$ cat src/rtl/point_dedup_by_tolerance_macros.svh
// Assertion helpers used by point_dedup_by_tolerance. Clocked on i_clk, off while i_rst_n is low.
`ifndef POINT_DEDUP_BY_TOLERANCE_MACROS_SVH
`define POINT_DEDUP_BY_TOLERANCE_MACROS_SVH

// Same-cycle implication.
`define PDT_ASSERT_IMP(label, ante, cons, msg) \
    label: assert property (@(posedge i_clk) disable iff (!i_rst_n) (ante) |-> (cons)) \
        else $error(msg);

// Next-cycle implication.
`define PDT_ASSERT_NXT(label, ante, cons, msg) \
    label: assert property (@(posedge i_clk) disable iff (!i_rst_n) (ante) |=> (cons)) \
        else $error(msg);

`endif

$ cat src/rtl/pdt_pkg.sv
package pdt_pkg;

    localparam int MAX_POINTS = 1024;
    localparam int COORD_BITS = 20;
    localparam int LANES      = 8;
    localparam int ROWS       = MAX_POINTS / LANES;
    localparam int ROW_BITS   = $clog2(ROWS);
    localparam int LANE_BITS  = $clog2(LANES);
    localparam int IDX_BITS   = ROW_BITS + LANE_BITS;
    localparam int CNT_BITS   = $clog2(MAX_POINTS + 1);
    localparam int NROW_BITS  = $clog2(ROWS + 1);
    localparam int SLOT_BITS  = 10;
    localparam int TOL_BITS   = 42;
    localparam int ENTRY_BITS = 3 * COORD_BITS;
    localparam int DIFF_BITS  = COORD_BITS + 1;
    localparam int SQ_BITS    = 2 * DIFF_BITS;
    localparam int SUM_BITS   = SQ_BITS + 2;

    typedef logic signed [COORD_BITS-1:0] t_coord;

    typedef struct packed {
        t_coord x;
        t_coord y;
        t_coord z;
    } t_point;

    // |a - b|; the difference fits one extra bit, and so does its magnitude.
    function automatic logic [DIFF_BITS-1:0] abs_diff(input t_coord a, input t_coord b);
        logic signed [DIFF_BITS-1:0] d;
        d = DIFF_BITS'(a) - DIFF_BITS'(b);
        return d[DIFF_BITS-1] ? $unsigned(-d) : $unsigned(d);
    endfunction

endpackage

$ cat src/rtl/pdt_lane.sv
// One compare lane: |d|, squares, sum against tolerance. Three register stages.
module pdt_lane (
    input  logic                          i_clk,
    input  logic                          i_rst_n,
    input  logic                          i_vld,
    input  logic                          i_en,
    input  pdt_pkg::t_point               i_pt,
    input  pdt_pkg::t_point               i_entry,
    input  logic [pdt_pkg::TOL_BITS-1:0]  i_tol,
    output logic                          o_vld,
    output logic                          o_hit
);

    logic                           r_vld1, r_vld2, r_vld3;
    logic                           r_en1, r_en2, r_hit3;
    logic [pdt_pkg::DIFF_BITS-1:0]  r_dx, r_dy, r_dz;
    logic [pdt_pkg::SQ_BITS-1:0]    r_sx, r_sy, r_sz;
    logic [pdt_pkg::SUM_BITS-1:0]   w_sum;

    assign w_sum = pdt_pkg::SUM_BITS'(r_sx) + pdt_pkg::SUM_BITS'(r_sy)
                 + pdt_pkg::SUM_BITS'(r_sz);

    always_ff @(posedge i_clk) begin
        if (!i_rst_n) begin
            r_vld1 <= 1'b0;
            r_vld2 <= 1'b0;
            r_vld3 <= 1'b0;
            r_en1  <= 1'b0;
            r_en2  <= 1'b0;
            r_hit3 <= 1'b0;
        end else begin
            r_vld1 <= i_vld;
            r_en1  <= i_vld && i_en;
            r_vld2 <= r_vld1;
            r_en2  <= r_en1;
            r_vld3 <= r_vld2;
            r_hit3 <= r_en2 && (w_sum < pdt_pkg::SUM_BITS'(i_tol));
        end
    end

    always_ff @(posedge i_clk) begin
        r_dx <= pdt_pkg::abs_diff(i_pt.x, i_entry.x);
        r_dy <= pdt_pkg::abs_diff(i_pt.y, i_entry.y);
        r_dz <= pdt_pkg::abs_diff(i_pt.z, i_entry.z);
        r_sx <= pdt_pkg::SQ_BITS'(r_dx) * pdt_pkg::SQ_BITS'(r_dx);
        r_sy <= pdt_pkg::SQ_BITS'(r_dy) * pdt_pkg::SQ_BITS'(r_dy);
        r_sz <= pdt_pkg::SQ_BITS'(r_dz) * pdt_pkg::SQ_BITS'(r_dz);
    end

    assign o_vld = r_vld3;
    assign o_hit = r_hit3;

endmodule
$ cat config.mk
export PLATFORM = sky130hd
export DESIGN_NAME = pdt_lane
export DESIGN_NICKNAME = d
export VERILOG_FILES = /design/src/rtl/point_dedup_by_tolerance_macros.svh /design/src/rtl/pdt_pkg.sv /design/src/rtl/pdt_lane.sv
export SDC_FILE = /design/constraint.sdc
export NUM_CORES = 2
export LEC_CHECK = 0
export BUFFER_PORTS_ARGS = -buffer_cell sky130_fd_sc_hd__buf_4
export CAP_MARGIN = 0
export CORE_ASPECT_RATIO = 0.6
export CORE_MARGIN = 8
export CORE_UTILIZATION = 40
export DETAILED_ROUTE_END_ITERATION = 16
export GPL_ROUTABILITY_DRIVEN = 0
export PLACE_DENSITY = 0.56
export SYNTH_ARGS = -nofsm -noshare
export SYNTH_HDL_FRONTEND = slang
export SYNTH_SLANG_ARGS = --single-unit
$ cat constraint.sdc
create_clock -name i_clk -period 7.3 [get_ports i_clk]
set_clock_uncertainty 0.2 [all_clocks]
set_input_delay 1.095 -clock i_clk [delete_from_list [all_inputs] [get_ports i_clk]]
set_output_delay 1.095 -clock i_clk [all_outputs]
set_load 0.02 [all_outputs]
* Word level (Yosys, flattened, before mapping)
Cells that the tools add are included.
** Cells by class
- $add $sub $neg :: 8
- Multiply operators :: 3
- Order comparisons :: 1
- Mux-type cells :: 3
- Reductions and logical operators :: 2
** Operator list (number)
- $mul A21 B21 Y42 :: 3
- $neg A21 Y21 :: 3
- $sub A20 B20 Y21 :: 3
- $mux W20 :: 3
- $add A43 B42 Y44 :: 1
- $lt A44 B42 Y1 :: 1
- $add A42 B42 Y43 :: 1
- $logic_and A1 B1 Y1 :: 2
** Word-level totals
- Register bits :: 195
- Logic and storage cells :: 32

* Depth between registers and ports, before layout
- Depth after elaboration :: 4
- Mapped depth :: 28

* Least setup slack after synthesis
Ideal clock, no wire load.
- Path type :: register -> register
- Start :: register r_dz[4] (netlist bit)
- End :: register r_sz[40] (netlist bit)
- Setup time :: 0.118 ns
- Arrival time :: 6.800 ns
- Data required time :: 6.982 ns
- Slack :: 0.182 ns
- Stages on the path, launching flop included :: 27
- Path buffers :: 2
- Cells stage by stage :: dfxtp_1 > clkbuf_1 > clkbuf_1 > nand2_1 > fa_1 > inv_1 > fa_1 > inv_1 > fa_1 > inv_1 > fa_1 > fa_1 > fa_1 > inv_1 > fa_1 > inv_1 > ha_1 > a21o_1 > a31oi_1 > o21ai_0 > a21o_1 > o31ai_1 > o221a_2 > a21oi_1 > and3_1 > o41a_1 > xor2_1
** On the way
- Word-level cells in the longest chain between the ends :: 1
** RTL lines
- start: declaration :: RTL line pdt_lane.sv:16 : logic [pdt_pkg::DIFF_BITS-1:0] r_dx, r_dy, r_dz;
- start signal: assignment :: RTL line pdt_lane.sv:44 : r_dz <= pdt_pkg::abs_diff(i_pt.z, i_entry.z);
- $mul A21 B21 Y42 :: RTL line pdt_lane.sv:47 : r_sz <= pdt_pkg::SQ_BITS'(r_dz) * pdt_pkg::SQ_BITS'(r_dz);
- end signal: assignment :: RTL line pdt_lane.sv:47
- end: declaration :: RTL line pdt_lane.sv:17 : logic [pdt_pkg::SQ_BITS-1:0] r_sx, r_sy, r_sz;
No other way between the ends.
A chain may end at the register's enable or synchronous reset.

* Worst setup path after layout
- Start :: register r_dy[15] (netlist bit)
- End :: register r_sy[39] (netlist bit)
** On the way
- Word-level cells in the longest chain between the ends :: 1
** RTL lines
- start: declaration :: RTL line pdt_lane.sv:16
- start signal: assignment :: RTL line pdt_lane.sv:43 : r_dy <= pdt_pkg::abs_diff(i_pt.y, i_entry.y);
- $mul A21 B21 Y42 :: RTL line pdt_lane.sv:46 : r_sy <= pdt_pkg::SQ_BITS'(r_dy) * pdt_pkg::SQ_BITS'(r_dy);
- end signal: assignment :: RTL line pdt_lane.sv:46
- end: declaration :: RTL line pdt_lane.sv:17
No other way between the ends.

==> results.cfg <==
[status]
status = finished clean

[synth]
yosysTopAreaCell = fa_1
synthAdderAreaFrac = 0.5498
async_flop_share = 0
ys_types = 88
syn_avg_cell_area_um2 = 9.082
synth_xor_area_frac = 0.04977
synthTopCellsByArea = fa_1 40%, ha_1 15%, inv_1 11%
yosys_warnings = 0
synth_edf_count = 0
ys_seq_elements = 192
synth-main-ff-cell = dfxtp_1
synth_top_family_by_area = adder cells
synth_compound_area_frac = 0.08917
synth_mux_area_frac = 0.001117
synth_top_area_share = 0.3957
syn_inst = 5426
yosys.area_share.simple = 0.1130
synth-seq-area-share = 0.07800
syn-cell-area_um2 = 49280

[cts]
root_buffer = clkbuf_16
cts_made_buffers = 17
cts_tree = done
clk_latency_ns = 0.51
htreeDepth = 4
cts.clk_slew.worst_paths_ns = 0.08
cts.sink_count = 192
ctsHoldBuffers = 0
cts_buffer_depth = 2

[cells_and_area]
stdcell_count = 7284
final_area_um2 = 54310
syn_to_final_growth_pct = 10.20
drive_gt1_frac = 0.08911
num-nets-final = 7401

[routing]
routed-wl-met3_um = 8572
drtAntennaViolNets = 0
vias = 35780
wl_met2_um = 49020
drtIter0Drc = 2423
wl_per_cell_um = 17.36
first_pass_iters = 6
post_drt_via_cell_ratio = 4.913
wirelength_um = 126400
wl_met1_um = 67410
drc = 0
dr.max_layer_used = met4

[sta]
worst_slew_pin_slew_ns = 0.9611
grt_setup_unrepaired = yes
setup_viol = 0
fmax_mhz = 141.3
hold_violations = 0
period_share = 0.9692
slew_violations = 0
finalCriticalPeriod_ns = 7.076
slew_headroom = 0.3533

[floorplan]
boundaryPins = 168
floorplan.initialDensity = 0.4043
die_h_um = 287.9
die_area_um2 = 135100
rows = 99
coreArea_um2 = 121900
die_x_um = 469.1

[worst_hold_path]
worstHoldPathType = reg -> reg
hold_start = r_vld2

[critical_path]
cp-startpoint = r_dy[15]
r2r_start = r_dy[15]
arrival_ns = 7.32
critPathRequiredTime_ns = 7.55
path_class = reg -> reg
start_kind = flip-flop
path_max_fanout = 10
cp-end-kind = flip-flop

[job]
drv_cap = 0

[grt]
gr-usage-all-layers = 0.1928
grt_max_degree = 22
grt_overflow = 0
grt_pass1_vias = 37460
grt_pass1_wl_um = 206200
grt_antenna_before_repair = 2

[placed_design]
place_area_um2 = 53390
portBuffers = 167
post-dp-hpwl_um = 113100
placed_cells = 7248
synth_stat cells, types with 40 or more instances:
cell type	number
a21o_1	105
a21oi_1	213
and2_1	242
clkbuf_1	132
dfxtp_1	192
fa_1	974
ha_1	607
inv_1	1417
nand2_1	462
nand3_1	49
nor2_1	163
nor2b_1	41
nor3_1	40
o21ai_0	93
xnor2_1	198
xor2_1	82
cell usage in the layout, fill, tap and decap left out, types with 33 or more instances in the layout:
cell type  netlist  final
a21o_1         105    105
a21oi_1        213    202
and2_1         242    240
buf_4            0    335
dfxtp_1        192    151
dfxtp_2          0     33
fa_1           974    972
ha_1           607    605
inv_1         1417   1416
nand2_1        462    461
nand2b_1        36     36
nand3_1         49     48
nor2_1         163    159
nor2b_1         41     41
nor3_1          40     38
o21ai_0         93     90
xnor2_1        198    198
xor2_1          82     82
final timing paths:
check                                end  cells after the start  slack [ns]
worst max-delay path            r_sy[39]                     24        0.22
worst min-delay path               o_vld                      1        0.24
worst max register to register  r_sy[39]                     24        0.22
worst min register to register     o_vld                      1        0.24
what timing repair did:
item	in CTS	in global routing
pin swaps	0	11
buffers inserted	0	3
hold endpoints to repair	0	0
gates resized for setup	9	97
endpoints found under the setup margin	6	41
kinds of logic (layout without fill, tap and decap cells):
family / count (synthesis) / in the layout
adder cells (fa/ha/maj): 1581 / 1581
flip-flops: 192 / 192
buffers and inverters: 1557 / 1797
XOR/XNOR: 280 / 280
AND/OR/NAND/NOR: 1145 / 1145
other: 2 / 4
AO/OA/AOI/OAI: 664 / 664
multiplexers: 5 / 5
critical path: stages (launching register included):
cell	delay (ns)
dfxtp_2	0.47
buf_4	0.26
nand2_1	0.10
fa_1	0.54
inv_1	0.09
fa_1	0.49
inv_1	0.05
fa_1	0.51
inv_1	0.06
fa_1	0.56
fa_1	0.43
fa_1	0.45
ha_1	0.29
ha_1	0.29
buf_4	0.16
and3_1	0.20
and3_1	0.22
a21oi_1	0.24
nor2b_1	0.07
o21ai_0	0.34
o2111ai_2	0.29
and3_1	0.27
o21ai_0	0.15
and2_1	0.16
xnor2_1	0.11
metrics by stage:
step / TNS [ns] / worst slack [ns] / utilization / hold WS, ns
2_1_floorplan: 0 / 0.1816 / - / 0.1569
5_1_grt: -0.2989 / -0.09735 / 0.4455 / 0.2637
6_report: 0 / 0.2245 / 0.4456 / 0.2360
3_3_place_gp: -0.03973 / -0.03973 / 0.4380 / 0.2162
3_5_place_dp: -0.1504 / -0.06633 / 0.4380 / 0.2220
4_1_cts: 0 / 0.01906 / 0.4432 / 0.2409
sequential cells by signal, indices dropped and copies added (netlist names):
signal	cells
r_vld1	1
r_dy	21
r_en2	1
r_sx	41
r_en1	1
r_sz	41
o_hit	1
r_dx	21
r_dz	21
o_vld	1
r_vld2	1
r_sy	41
cell type report:
type,count,area [µm²]
Timing Repair Buffer,348,2704
Tap cell,1616,2022
Antenna cell,1,2.502
Fill cell,12070,67580
Clock buffer,18,429.2
Multi-Input combinational cell,3678,39730
Sequential cell,192,3915
Inverter,1417,5319
Clock inverter,14,186.4
per-layer routing:
| layer | track usage | vias to the layer above |
|---|---|---|
| met1 | 0.3143 | 17770 |
| li1 | - | 17060 |
| met3 | 0.03354 | 74 |
| met4 | 0.03228 | 0 |
| met2 | 0.2642 | 886 |
| met5 | 0 | - |
Power is left out: the tool's default activity adds up to more than one toggle a clock period on the data nets, which glitch-free logic cannot reach.
