===== src/rtl/point_dedup_by_tolerance_macros.svh =====
// Assertion helpers used by point_dedup_by_tolerance. Clocked on i_clk, off while i_rst_n is low.
`ifndef POINT_DEDUP_BY_TOLERANCE_MACROS_SVH
`define POINT_DEDUP_BY_TOLERANCE_MACROS_SVH

// Same-cycle implication.
`define PDT_ASSERT_IMP(label, ante, cons, msg) \
    label: assert property (@(posedge i_clk) disable iff (!i_rst_n) (ante) |-> (cons)) \
        else $error(msg);

// Next-cycle implication.
`define PDT_ASSERT_NXT(label, ante, cons, msg) \
    label: assert property (@(posedge i_clk) disable iff (!i_rst_n) (ante) |=> (cons)) \
        else $error(msg);

`endif


===== src/rtl/pdt_ram.sv =====
module pdt_ram #(
    parameter int WIDTH = 8,
    parameter int DEPTH = 16
) (
    input  logic                     i_clk,
    input  logic                     i_we,
    input  logic [$clog2(DEPTH)-1:0] i_waddr,
    input  logic [WIDTH-1:0]         i_wdata,
    input  logic [$clog2(DEPTH)-1:0] i_raddr,
    output logic [WIDTH-1:0]         o_rdata
);

    logic [WIDTH-1:0] r_mem [DEPTH];
    logic [WIDTH-1:0] r_rdata;

    always_ff @(posedge i_clk) begin
        if (i_we) begin
            r_mem[i_waddr] <= i_wdata;
        end
        r_rdata <= r_mem[i_raddr];
    end

    assign o_rdata = r_rdata;

endmodule


===== config.mk =====
export PLATFORM = sky130hd
export DESIGN_NAME = pdt_ram
export DESIGN_NICKNAME = d
export VERILOG_FILES = /design/src/rtl/point_dedup_by_tolerance_macros.svh /design/src/rtl/pdt_ram.sv
export SDC_FILE = /design/constraint.sdc
export NUM_CORES = 1
export LEC_CHECK = 0
export BUFFER_PORTS_ARGS = -buffer_cell sky130_fd_sc_hd__buf_2
export CAP_MARGIN = 20
export CORE_UTILIZATION = 43
export DETAILED_ROUTE_END_ITERATION = 10
export PLACE_DENSITY_LB_ADDON = 0.25
export RECOVER_POWER = 25
export SYNTH_ARGS = -nofsm -noshare
export SYNTH_HDL_FRONTEND = slang
export SYNTH_SLANG_ARGS = --single-unit

===== constraint.sdc =====
create_clock -name i_clk -period 1.94 [get_ports i_clk]
set_input_delay 0.291 -clock i_clk [delete_from_list [all_inputs] [get_ports i_clk]]
set_output_delay 0.291 -clock i_clk [all_outputs]
set_load 0.05 [all_outputs]

# Word-level counts from Yosys, hierarchy flattened
# Memories as Yosys holds them, arrays and structs flattened. A register that Yosys moved wholly into a read port is not among the register bits.
# Cells that the tools add are included.
[totals]
regBits = 0
ram_bits = 128
out_inout_bits = 8
elab_cells = 3
mem_count = 1
[mem_list]
columns = ["memory", "words", "word_bits", "read_ports", "rd_clocked_by_memory_dff", "wr", "line", "text"]
rows = [
  ["r_mem", 16, 8, 1, 1, 1, "pdt_ram.sv:13", "logic [WIDTH-1:0] r_mem [DEPTH];"],
]
[op_classes]
n_mux = 2
[ops]
columns = ["operator", "count"]
rows = [
  ["$mux 1", 2],
]

# Logic depth before layout (Yosys ltp)
# Gate-level depths: netlist of the first run.
[logic_depth]
depth_word = 2
ltp_mapped = 5

# Worst setup path before layout of the first run
# No wires, ideal clock.
[synth_path]
path_kind = "input -> register"
start = "input i_waddr[2]"
end = "memory r_mem[0][0] (enable)"
t_arrival_ns = 1.401
setup_slack_ns = 0.156
cell_stages = 2
n_path_buf = 0
cell_sequence = "or3b_2 -> nor3_1"
[synth_lines]
columns = ["element", "line", "text"]
rows = [
  ["from (decl)", "pdt_ram.sv:7", "input logic [$clog2(DEPTH)-1:0] i_waddr,"],
  ["to (decl)", "pdt_ram.sv:13", ""],
]
# Straight into the memory's write port.

==> results of run 1 <==
## kinds of logic after synthesis
group | Yosys count
mux | 32
compound gates | 16
buf+inv | 10
flops | 136
simple gates | 35
## final cells by class
class / count / area, um2 / share of cell area (%)
clock buffer: 19 / 433 / 7.07
clock inverter: 12 / 134 / 2.19
multi-input combinational: 83 / 1060 / 17.3
sequential: 136 / 4000 / 65.3
tap: 143 / 179 / 2.92
timing repair buffer: 47 / 320 / 5.23
## cells in the mapped netlist
cell,number
a22oi_1,16
and2_1,1
and2b_1,1
buf_2,3
buf_4,1
buf_6,3
clkdlybuf4s25_2,3
dfxtp_1,8
edfxtp_1,128
mux4_1,14
mux4_2,18
nand2_1,9
nand2b_1,2
nand3_1,1
nand3b_1,2
nor2_1,13
nor2b_1,1
nor3_1,4
or3b_2,1
## worst max-delay path: cells and delay by family (launching register included)
kind	cells	cell delay, ns
simple gates	1	0.08
mux	1	0.55
compound gates	1	0.28
flops	1	0.37
## where the power goes
group          switching, mW  internal, mW  leakage, nW  total (mW)
Clock                   1.08          1.98        0.270        3.06
Sequential            0.0179          3.29         1.22        3.31
Combinational          0.233         0.137        0.583       0.370
Total                   1.33          5.41         2.08        6.73
## metal layers
layer  global-route usage, %  share of wire, %  vias up
li1                        -                 -     1089
met1                    23.0                43     1218
met2                    27.1                50       71
met3                    5.44               6.0        2
met4                    6.22              0.37        0
met5                       0                 0        -
## state kept, by name, indices dropped and copies added, names as in the netlist
name,cells
o_rdata,8
r_mem,128
## stage by stage
step	hold slack [ns]	util [%]	cell area [um2]
floorplan	0.390	-	5150
global placement	0.648	48.1	5570
detailed placement	0.659	48.1	5570
CTS	0.252	53.0	6130
global route	0.285	53.0	6130
finish	0.278	53.0	6130
## layout by cell type, fill, tap and decap left out, drive strengths merged
| master | count |
|---|---|
| edfxtp | 128 |
| buf | 41 |
| mux4 | 32 |
| clkbuf | 25 |
| a22oi | 16 |
| nor2 | 13 |
| nand2 | 9 |
| dfxtp | 8 |
| clkinv | 7 |
| nor3 | 4 |
| bufinv | 3 |
| nand3b | 2 |
| nand2b | 2 |
| clkinvlp | 2 |
| nor2b | 1 |
| and2 | 1 |
| and2b | 1 |
| nand3 | 1 |
| or3b | 1 |
## worst paths after layout
check / cells after the start / startpoint / slack [ns] / endpoint
worst min register to register: 3 / r_mem[14][3] / 0.67 / o_rdata[3]
worst min-delay path: 1 / i_wdata[1] / 0.28 / r_mem[4][1]
worst max-delay path: 3 / r_mem[5][3] / 0.55 / o_rdata[3]
worst max register to register: 3 / r_mem[5][3] / 0.55 / o_rdata[3]
==> parameters.txt, run 1 <==
Parameter                              Value

Timing
  Share of the cycle needed by the critical path after routing ... 71.8%
  Post-route setup TNS ... 0 ns
  Peak clock frequency supported by timing ... 718 MHz
  Slew at the pin closest to its max-slew limit ... 0.689 ns
  Worst-case headroom to the max-slew limit ... 54.1%
  Clock period minus worst slack ... 1.39 ns
  Largest clock skew in the final design ... 0.00601 ns
  Final Max Slew Viols ... 0
  Final hold violation count ... 0
  Final setup violation count ... 0
  Setup repair after global routing missed its margin ... no
  Least setup slack across all paths after layout ... 0.546 ns

Clock tree
  Number of resized instances in the post-cts repair step ... 0
  Number of buffers inserted by hold repair at cts ... 0
  Buffer count from post-CTS setup fixing ... 0
  H-tree levels ... 4
  Clock insertion delay at the later pin of the skew report ... 0.40 ns
  TritonCTS clock tree ... yes
  Total clock buffers created by CTS ... 17
  Root buffer cell ... clkbuf_16
  Number of buffers between clock root and the deepest sink ... 2
  Clock transition at path regs ... 0.05 ns
  CTS sink count ... 136

GRT
  Total global routing overflow ... 0
  Via count of the first global-routing pass ... 2,519
  Overall fraction of global-route tracks in use ... 17.3%
  Pin count of the biggest net entering global routing ... 26
  Initial antenna violation count ... 0
  First-pass GRT wire length ... 15,000 um

Synth
  Share of the yosys chip area belonging to registers ... 77.8%
  Cell type with the largest total area after synthesis ... edfxtp_1
  Total nets after synthesis ... 247
  Share of the synthesized area in the top cell type ... 74.7%
  Top cells by area in the synthesized netlist ... edfxtp_1 75%, mux4_2 7.9%, mux4_1 7.1%, dfxtp_1 3.1%, a22oi_1 2.3%
  Area fraction in compound gates after synthesis ... 2.33%
  Synthesized-area fraction occupied by and/or/nand/nor cells ... 3.18%
  Xor/xnor cell area share of the yosys netlist ... 0%
  Fraction of synthesized area in multiplexers ... 15.0%
  Count of state elements after synthesis ... 136
  Netlist area before placement ... 5150 um2
  Post-synthesis cell count ... 229
  Combinational family with the most area after synthesis ... multiplexers
  Number of library cell types mapped by synthesis ... 19
  Synthesis Warnings ... 0
  Syn Area/Cell ... 22.5 um2
  Fraction of the mapped netlist area in adder cells ... 0%

Pwr
  Power Density ... 1100 nW/um2
  Max VDD drop ... 0.679 mV
  Total power after layout ... 6.73 mW
  Pleak ... 2.08 nW

Route
  Initial drt markers ... 140
  Router iterations before antenna repair ... 7
  Routed wire per std cell ... 21.4 um
  Via count ... 2,380
  Detail-routed via count per cell ... 5.41
  Detailed-route wire length ... 9420 um
  DRC violations left ... 2
  Antenna viol nets, final ... 0

Cells and area
  Synth-to-layout area growth ... 19.0%
  Antenna diode count ... 0
  Total Nets Final ... 303
  Share of layout cells above drive strength 1 ... 28.3%
  Fillers ... 906
  Non-filler cells, final ... 440

Worst setup path
  Cell breakdown of the critical path ... mux4_1, a22oi_1, nand2_1
  Data required time of the critical path ... 2.23 ns
  Delay of the slowest cell on the worst path ... 0.55 ns
  Sort of element at the end of the critical path ... register
  Crit path launch type ... register
  Kind of critical path ... reg2reg
  Data arrival, critical path ... 1.68 ns
  Maximum net fanout on the critical path ... 1
  Crit path max-delay cell type ... mux4_1

Floorplanning
  Chip Height ... 111 um
  Std-Cell Rows ... 39
  I/O pins ... 26
  Placeable core region ... 11,600 um2
  Die W ... 111 um
  Full die area ... 12,400 um2
  Starting density of the core ... 44.5%

Status
  Result of the run ... complete, but fails checks
  Violated checks ... DRC

Placement
  Post-detailed-placement half-perimeter wirelength ... 6320 um
  Buffers added on ports ... 25
  Worst setup timing slack at the placement stage ... 0.154 ns
  GPL Wtd Cong ... 0.713
  Number of placed instances, taps included ... 409

Run
  Maximum capacitance violations ... 0

Hold path
  Class of the worst hold path ... in2reg
Power figures use the tool's default switching activity.
==> run 2, diff against run 1 <==
Clock period 1.94 ns to 1.23 ns, I/O delays scaled along.
==> run 2 against run 1 <==
The flow finishes with violations (DRC, setup timing); combinational power increased by 75%; die area unchanged; clock skew increased by 0.0037 ns; fmax rose by 8.4%; flip-flop and latch count unchanged; sequential power grew 58%; non-clock buffer count grew 8; wire length increased by 6.5%; global-route usage grew 0.64 points; hold slack worse by 0.11 ns; sequential share of layout area down 1.5 points.
==> parameters.txt, run 2 (synthesis gave the netlist of run 1 again) <==
Parameter                              Value

Status
  Result of the run ... complete, but fails checks
  Violated checks ... DRC, setup timing

Floorplanning
  I/O pins ... 26 (unchanged)
  Placeable core region ... 11,600 um2 (unchanged)
  Std-Cell Rows ... 39 (unchanged)
  Die W ... 111 um (unchanged)
  Starting density of the core ... 44.5% (unchanged)
  Full die area ... 12,400 um2 (unchanged)
  Chip Height ... 111 um (unchanged)

Pwr
  Max VDD drop ... 0.889 mV (+31%)
  Pleak ... 2.09 nW (+0.63%)
  Total power after layout ... 10.8 mW (+61%)
  Internal power contribution ... 8.66 mW (+60%)
  Register share of total power ... 48.3% (-0.8 points)
  Power Density ... 1720 nW/um2 (+57%)
  Sw Pwr ... 2.15 mW (+62%)
  Switching share of power ... 19.9% (+0.18 points)
  Clk pwr share ... 45.7% (+0.3 points)
  Combinational power share ... 6.0% (+0.5 points)

Cells and area
  Most used cells in the layout excluding fill and tap cells ... 128 x edfxtp_1, 32 x mux4_2, 25 x buf_4
  Share of layout cells above drive strength 1 ... 39.9% (+12 points)
  Antenna diode count ... 0 (unchanged)
  Synth-to-layout area growth ... 21.8%
  Register with the highest flop count ... r_mem
  Fillers ... 889 (-1.9%)
  Total Nets Final ... 311 (+2.6%)
  Most common cell after layout, fill and taps aside ... edfxtp_1
  Number of flip-flops in the largest register ... 128 (unchanged)
  Final Util ... 54.2% (+1.2 points)

Timing
  Clock period minus worst slack ... 1.29 ns (-0.108 ns)
  Post-route setup TNS ... -0.162 ns (-0.162 ns)
  Worst-case headroom to the max-slew limit ... 41.5% (-13 points)
  Least setup slack across all paths after layout ... -0.0559 ns (-0.602 ns)
  Share of the cycle needed by the critical path after routing ... 105% (+33 points)
  Slew at the pin closest to its max-slew limit ... 0.876 ns (+0.187 ns)
  Final Max Slew Viols ... 0 (unchanged)
  Peak clock frequency supported by timing ... 778 MHz (+8.4%)
  Largest clock skew in the final design ... 0.00973 ns (+0.00372 ns)
  Final hold violation count ... 0 (unchanged)
  Final setup violation count ... 7 (+7)
  Setup repair after global routing missed its margin ... yes

Worst setup path
  Crit path launch type ... register
  Maximum net fanout on the critical path ... 1 (unchanged)
  Worst-case register-to-register setup slack ... -0.06 ns (-0.60 ns)
  Data arrival, critical path ... 1.57 ns (-0.11 ns)
  Data required time of the critical path ... 1.51 ns (-0.72 ns)
  Sort of element at the end of the critical path ... register
  Capture instance of the worst register-to-register path ... o_rdata[3]
  Kind of critical path ... reg2reg
  Reg-to-reg critical path startpoint ... r_mem[2][3]
  Worst setup path startpoint ... r_mem[2][3]
  Worst setup path endpoint ... o_rdata[3]
  FF-to-FF path depth ... 3 (unchanged)

GRT
  Total global routing overflow ... 0 (unchanged)
  Pin count of the biggest net entering global routing ... 25 (-3.8%)
  Via count of the first global-routing pass ... 2,575 (+2.2%)
  Initial antenna violation count ... 0 (unchanged)
  First-pass GRT wire length ... 15,500 um (+3.4%)
  Overall fraction of global-route tracks in use ... 17.9% (+0.64 points)

Route
  DRC violations left ... 4 (+2)
  Met2 routed WL ... 5120 um (+8.1%)
  Detail-routed via count per cell ... 5.48 (+1.2%)
  Router iterations before antenna repair ... 7 (unchanged)
  Highest routed metal layer ... met4
  Wire length on met1 ... 4220 um (+3.4%)
  Routed wire per std cell ... 22.4 um (+4.4%)
  Antenna viol nets, final ... 0 (unchanged)
  Detailed route wirelength on metal3 ... 557 um (-1.8%)
  Detailed-route wire length ... 10,000 um (+6.5%)
  Via count ... 2,459 (+3.3%)
  Initial drt markers ... 214 (+53%)

Run
  Maximum capacitance violations ... 0 (unchanged)

Placement
  GPL Wtd Cong ... 0.763 (+7.1%)
  Worst setup timing slack at the placement stage ... -0.421 ns (-0.575 ns)
  Post-detailed-placement half-perimeter wirelength ... 6280 um (-0.63%)
  Buffers added on ports ... 25 (unchanged)

Clock tree
  Clock transition at path regs ... 0.05 ns (about the same)
  Clock insertion delay at the later pin of the skew report ... 0.41 ns (about the same)
  TritonCTS clock tree ... yes
  Buffer count from post-CTS setup fixing ... 0 (unchanged)
  Number of buffers between clock root and the deepest sink ... 2 (unchanged)
  H-tree levels ... 4 (unchanged)
  Root buffer cell ... clkbuf_16
  Total clock buffers created by CTS ... 17 (unchanged)
  Number of buffers inserted by hold repair at cts ... 0 (unchanged)
  CTS sink count ... 136 (unchanged)

Hold path
  Class of the worst hold path ... in2reg
==> run 2: cell count changes in the layout (fill, tap and decap cells not counted), sizes merged <==
cell	before	now
clkbuf	25	31
buf	41	47
clkinv	7	5
clkinvlp	2	1
==> run 2: critical path, cell delays in order, from the launching register on <==
cell and delay, ns:
edfxtp_1 0.36, mux4_2 0.48, a22oi_2 0.21, nand2_1 0.11
==> run 2: layer usage <==
layer  vias to the layer above  GRT usage, %
met5                         -             0
met4                         0          7.75
met3                        13          4.68
met2                        83          29.5
met1                      1268          22.7
li1                       1095             -
==> run 2: how the worst min path moves through the flow <==
| stage | depth (start not counted) | from | endpoint |
|---|---|---|---|
| 2_1_floorplan | 0 | i_wdata[0] | r_mem[0][0] |
| 3_3_place_gp | 1 | i_wdata[7] | r_mem[6][7] |
| 3_5_place_dp | 1 | i_wdata[4] | r_mem[2][4] |
| 4_1_cts | 1 | i_wdata[5] | r_mem[14][5] |
| 5_1_grt | 1 | i_wdata[2] | r_mem[9][2] |
| 6_report | 1 | i_wdata[4] | r_mem[3][4] |
==> run 2: cell type report <==
type                            instances  area (um2)  share of cell area [%]
Multi-Input combinational cell         83        1080                    17.2
Sequential cell                       136        4000                    63.9
Timing Repair Buffer                   55         425                    6.79
Tap cell                              143         179                    2.85
Clock buffer                           23         458                    7.31
Clock inverter                          9         125                    2.00
==> run 2: stage by stage <==
stage               hold slack [ns]  cell area (um2)  instances
floorplan                     0.283             5180        229
global placement              0.578             5660        417
detailed placement            0.586             5660        417
CTS                           0.155             6260        449
global route                  0.182             6270        449
finish                        0.172             6270        449
==> run 2: power groups by stage <==
stage | logic (mW) | clock network, mW | registers, mW
floorplan | 0.290 | 0 | 5.41
global placement | 0.625 | 0 | 5.31
detailed placement | 0.633 | 0 | 5.31
CTS | 0.653 | 5.02 | 5.22
global route | 0.692 | 5.21 | 5.23
finish | 0.646 | 4.94 | 5.22
==> run 2: repair_timing <==
action / CTS / global route
setup endpoints to repair: 9 / 10
pin swaps: 1 / 1
gates resized for setup: 9 / 4
==> run 3, diff against run 2 <==
Clock period 1.23 ns to 1.7 ns, I/O delays scaled along.
==> run 3 against run 2 <==
Sequential power shrank 28%; die area is the same; largest cell class unchanged; the flow now finishes without violations; first-iteration DRC count shrank 46%; non-clock buffer count shrank 8; register-to-register slack gained 0.41 ns.
==> parameters.txt, run 3 (synthesis gave the netlist of run 1 again) <==
Parameter                              Value

Pwr
  Power Density ... 1290 nW/um2 (-25%)
  Total power after layout ... 7.97 mW (-26%)
  Pleak ... 2.11 nW (+1.0%)
  Max VDD drop ... 0.639 mV (-28%)

Cells and area
  Share of layout cells above drive strength 1 ... 30.5% (-9.3 points)
  Most used cells in the layout excluding fill and tap cells ... 128 x edfxtp_1, 19 x buf_2, 19 x buf_4
  Most common cell after layout, fill and taps aside ... edfxtp_1
  Final Util ... 53.5% (-0.70 points)
  Non-filler cells, final ... 441 (-1.8%)
  Register with the highest flop count ... r_mem
  Antenna diode count ... 0 (unchanged)
  Number of flip-flops in the largest register ... 128 (unchanged)
  Fillers ... 888 (-0.11%)
  Synth-to-layout area growth ... 20.2%
  Total Nets Final ... 303 (-2.6%)

Clock tree
  TritonCTS clock tree ... yes
  Buffer count from post-CTS setup fixing ... 0 (unchanged)
  Root buffer cell ... clkbuf_16
  Clock insertion delay at the later pin of the skew report ... 0.40 ns (about the same)
  Clock transition at path regs ... 0.06 ns (about the same)
  Number of resized instances in the post-cts repair step ... 0 (-9)
  Total clock buffers created by CTS ... 17 (unchanged)
  H-tree levels ... 4 (unchanged)
  Number of buffers inserted by hold repair at cts ... 0 (unchanged)
  Number of buffers between clock root and the deepest sink ... 2 (unchanged)
  CTS sink count ... 136 (unchanged)

Worst setup path
  Capture instance of the worst register-to-register path ... o_rdata[5]
  Data arrival, critical path ... 1.62 ns (+0.05 ns)
  Crit path launch type ... register
  Delay of the slowest cell on the worst path ... 0.50 ns (+0.02 ns)
  FF-to-FF path depth ... 3 (unchanged)
  Kind of critical path ... reg2reg
  Cell breakdown of the critical path ... mux4_1, a22oi_1, nand2_1
  Maximum net fanout on the critical path ... 1 (unchanged)
  Data required time of the critical path ... 1.98 ns (+0.47 ns)
  Worst setup path startpoint ... r_mem[1][5]
  Crit path max-delay cell type ... mux4_1
  Sort of element at the end of the critical path ... register
  Reg-to-reg critical path startpoint ... r_mem[1][5]
  Worst-case register-to-register setup slack ... 0.36 ns (+0.41 ns)

Timing
  Clock period minus worst slack ... 1.34 ns (+0.0562 ns)
  Least setup slack across all paths after layout ... 0.358 ns (+0.414 ns)
  Setup repair after global routing missed its margin ... no
  Final hold violation count ... 0 (unchanged)
  Peak clock frequency supported by timing ... 745 MHz (-4.2%)
  Worst-case headroom to the max-slew limit ... 46.5% (+5.0 points)
  Final Max Slew Viols ... 0 (unchanged)
  Slew at the pin closest to its max-slew limit ... 0.799 ns (-0.0767 ns)
  Share of the cycle needed by the critical path after routing ... 79.0% (-26 points)
  Final setup violation count ... 0 (-7)
  Largest clock skew in the final design ... 0.00653 ns (-0.00320 ns)
  Post-route setup TNS ... 0 ns (+0.162 ns)

GRT
  First-pass GRT wire length ... 14,600 um (-5.7%)
  Total global routing overflow ... 0 (unchanged)
  Pin count of the biggest net entering global routing ... 24 (-4.0%)
  Via count of the first global-routing pass ... 2,476 (-3.8%)
  Overall fraction of global-route tracks in use ... 17.0% (-0.92 points)
  Initial antenna violation count ... 0 (unchanged)

Route
  Detailed-route wire length ... 9540 um (-4.9%)
  DRC violations left ... 0 (-4)
  Router iterations before antenna repair ... 4 (-3)
  Via count ... 2,400 (-2.4%)
  Initial drt markers ... 116 (-46%)
  Routed wire per std cell ... 21.6 um (-3.2%)
  Antenna viol nets, final ... 0 (unchanged)
  Detail-routed via count per cell ... 5.44 (-0.63%)

Hold path
  Start point of the worst min-delay path ... i_wdata[4]
  Class of the worst hold path ... in2reg
  Hold path endpoint ... r_mem[11][4]
  Cell count of the worst hold path ... 1 (unchanged)

Placement
  Buffers added on ports ... 25 (unchanged)
  GPL Wtd Cong ... 0.709 (-7.1%)
  Number of placed instances, taps included ... 409 (-1.9%)
  Worst setup timing slack at the placement stage ... 0.0305 ns (+0.452 ns)
  Post-detailed-placement half-perimeter wirelength ... 6010 um (-4.2%)

Floorplanning
  Die W ... 111 um (unchanged)
  Starting density of the core ... 44.5% (unchanged)
  Placeable core region ... 11,600 um2 (unchanged)
  Full die area ... 12,400 um2 (unchanged)
  I/O pins ... 26 (unchanged)
  Std-Cell Rows ... 39 (unchanged)
  Chip Height ... 111 um (unchanged)

Status
  Result of the run ... complete, no violations

Run
  Maximum capacitance violations ... 0 (unchanged)
run 3: worst max path at each step:
stage                     slack, ns  depth (start not counted)           to
after global placement         0.05                          5   o_rdata[4]
after CTS                      0.35                          3   o_rdata[5]
after detailed placement       0.03                          5   o_rdata[4]
after global routing           0.30                          3   o_rdata[4]
after floorplan                0.18                          2  r_mem[3][0]
final                          0.36                          3   o_rdata[5]
run 3: layer usage:
metal / vias to the layer above / track usage, % / share of wire, % / wire [um]
met5: - / 0 / 0 / 0
met4: 0 / 8.11 / 1.2 / 114
met3: 10 / 3.65 / 4.5 / 432
met2: 67 / 26.4 / 49 / 4690
met1: 1241 / 23.3 / 45 / 4310
li1: 1082 / - / - / -
run 3: area by class of cell:
| class | count | area, um2 | share of cell area (%) |
|---|---|---|---|
| Clock buffer | 19 | 443 | 7.16 |
| Clock inverter | 13 | 178 | 2.87 |
| Multi-Input combinational cell | 83 | 1060 | 17.2 |
| Sequential cell | 136 | 4000 | 64.7 |
| Tap cell | 143 | 179 | 2.89 |
| Timing Repair Buffer | 47 | 320 | 5.18 |
run 3: worst max-delay path, delay by kind of cell (launching register included):
kind	cells	cell delay, ns
compound gates	1	0.28
flops	1	0.35
mux	1	0.50
simple gates	1	0.10
run 3: through the flow:
step	hold WS (ns)	instance area, um2
3_3_place_gp	0.642	5570
3_5_place_dp	0.651	5570
4_1_cts	0.216	6190
2_1_floorplan	0.354	5150
5_1_grt	0.247	6190
6_report	0.244	6190
run 3: power by group:
part           switching [mW]  internal, mW  total, mW
logic                   0.263         0.157      0.419
registers              0.0234          3.75       3.77
clock network            1.29          2.48       3.77
total                    1.58          6.39       7.97
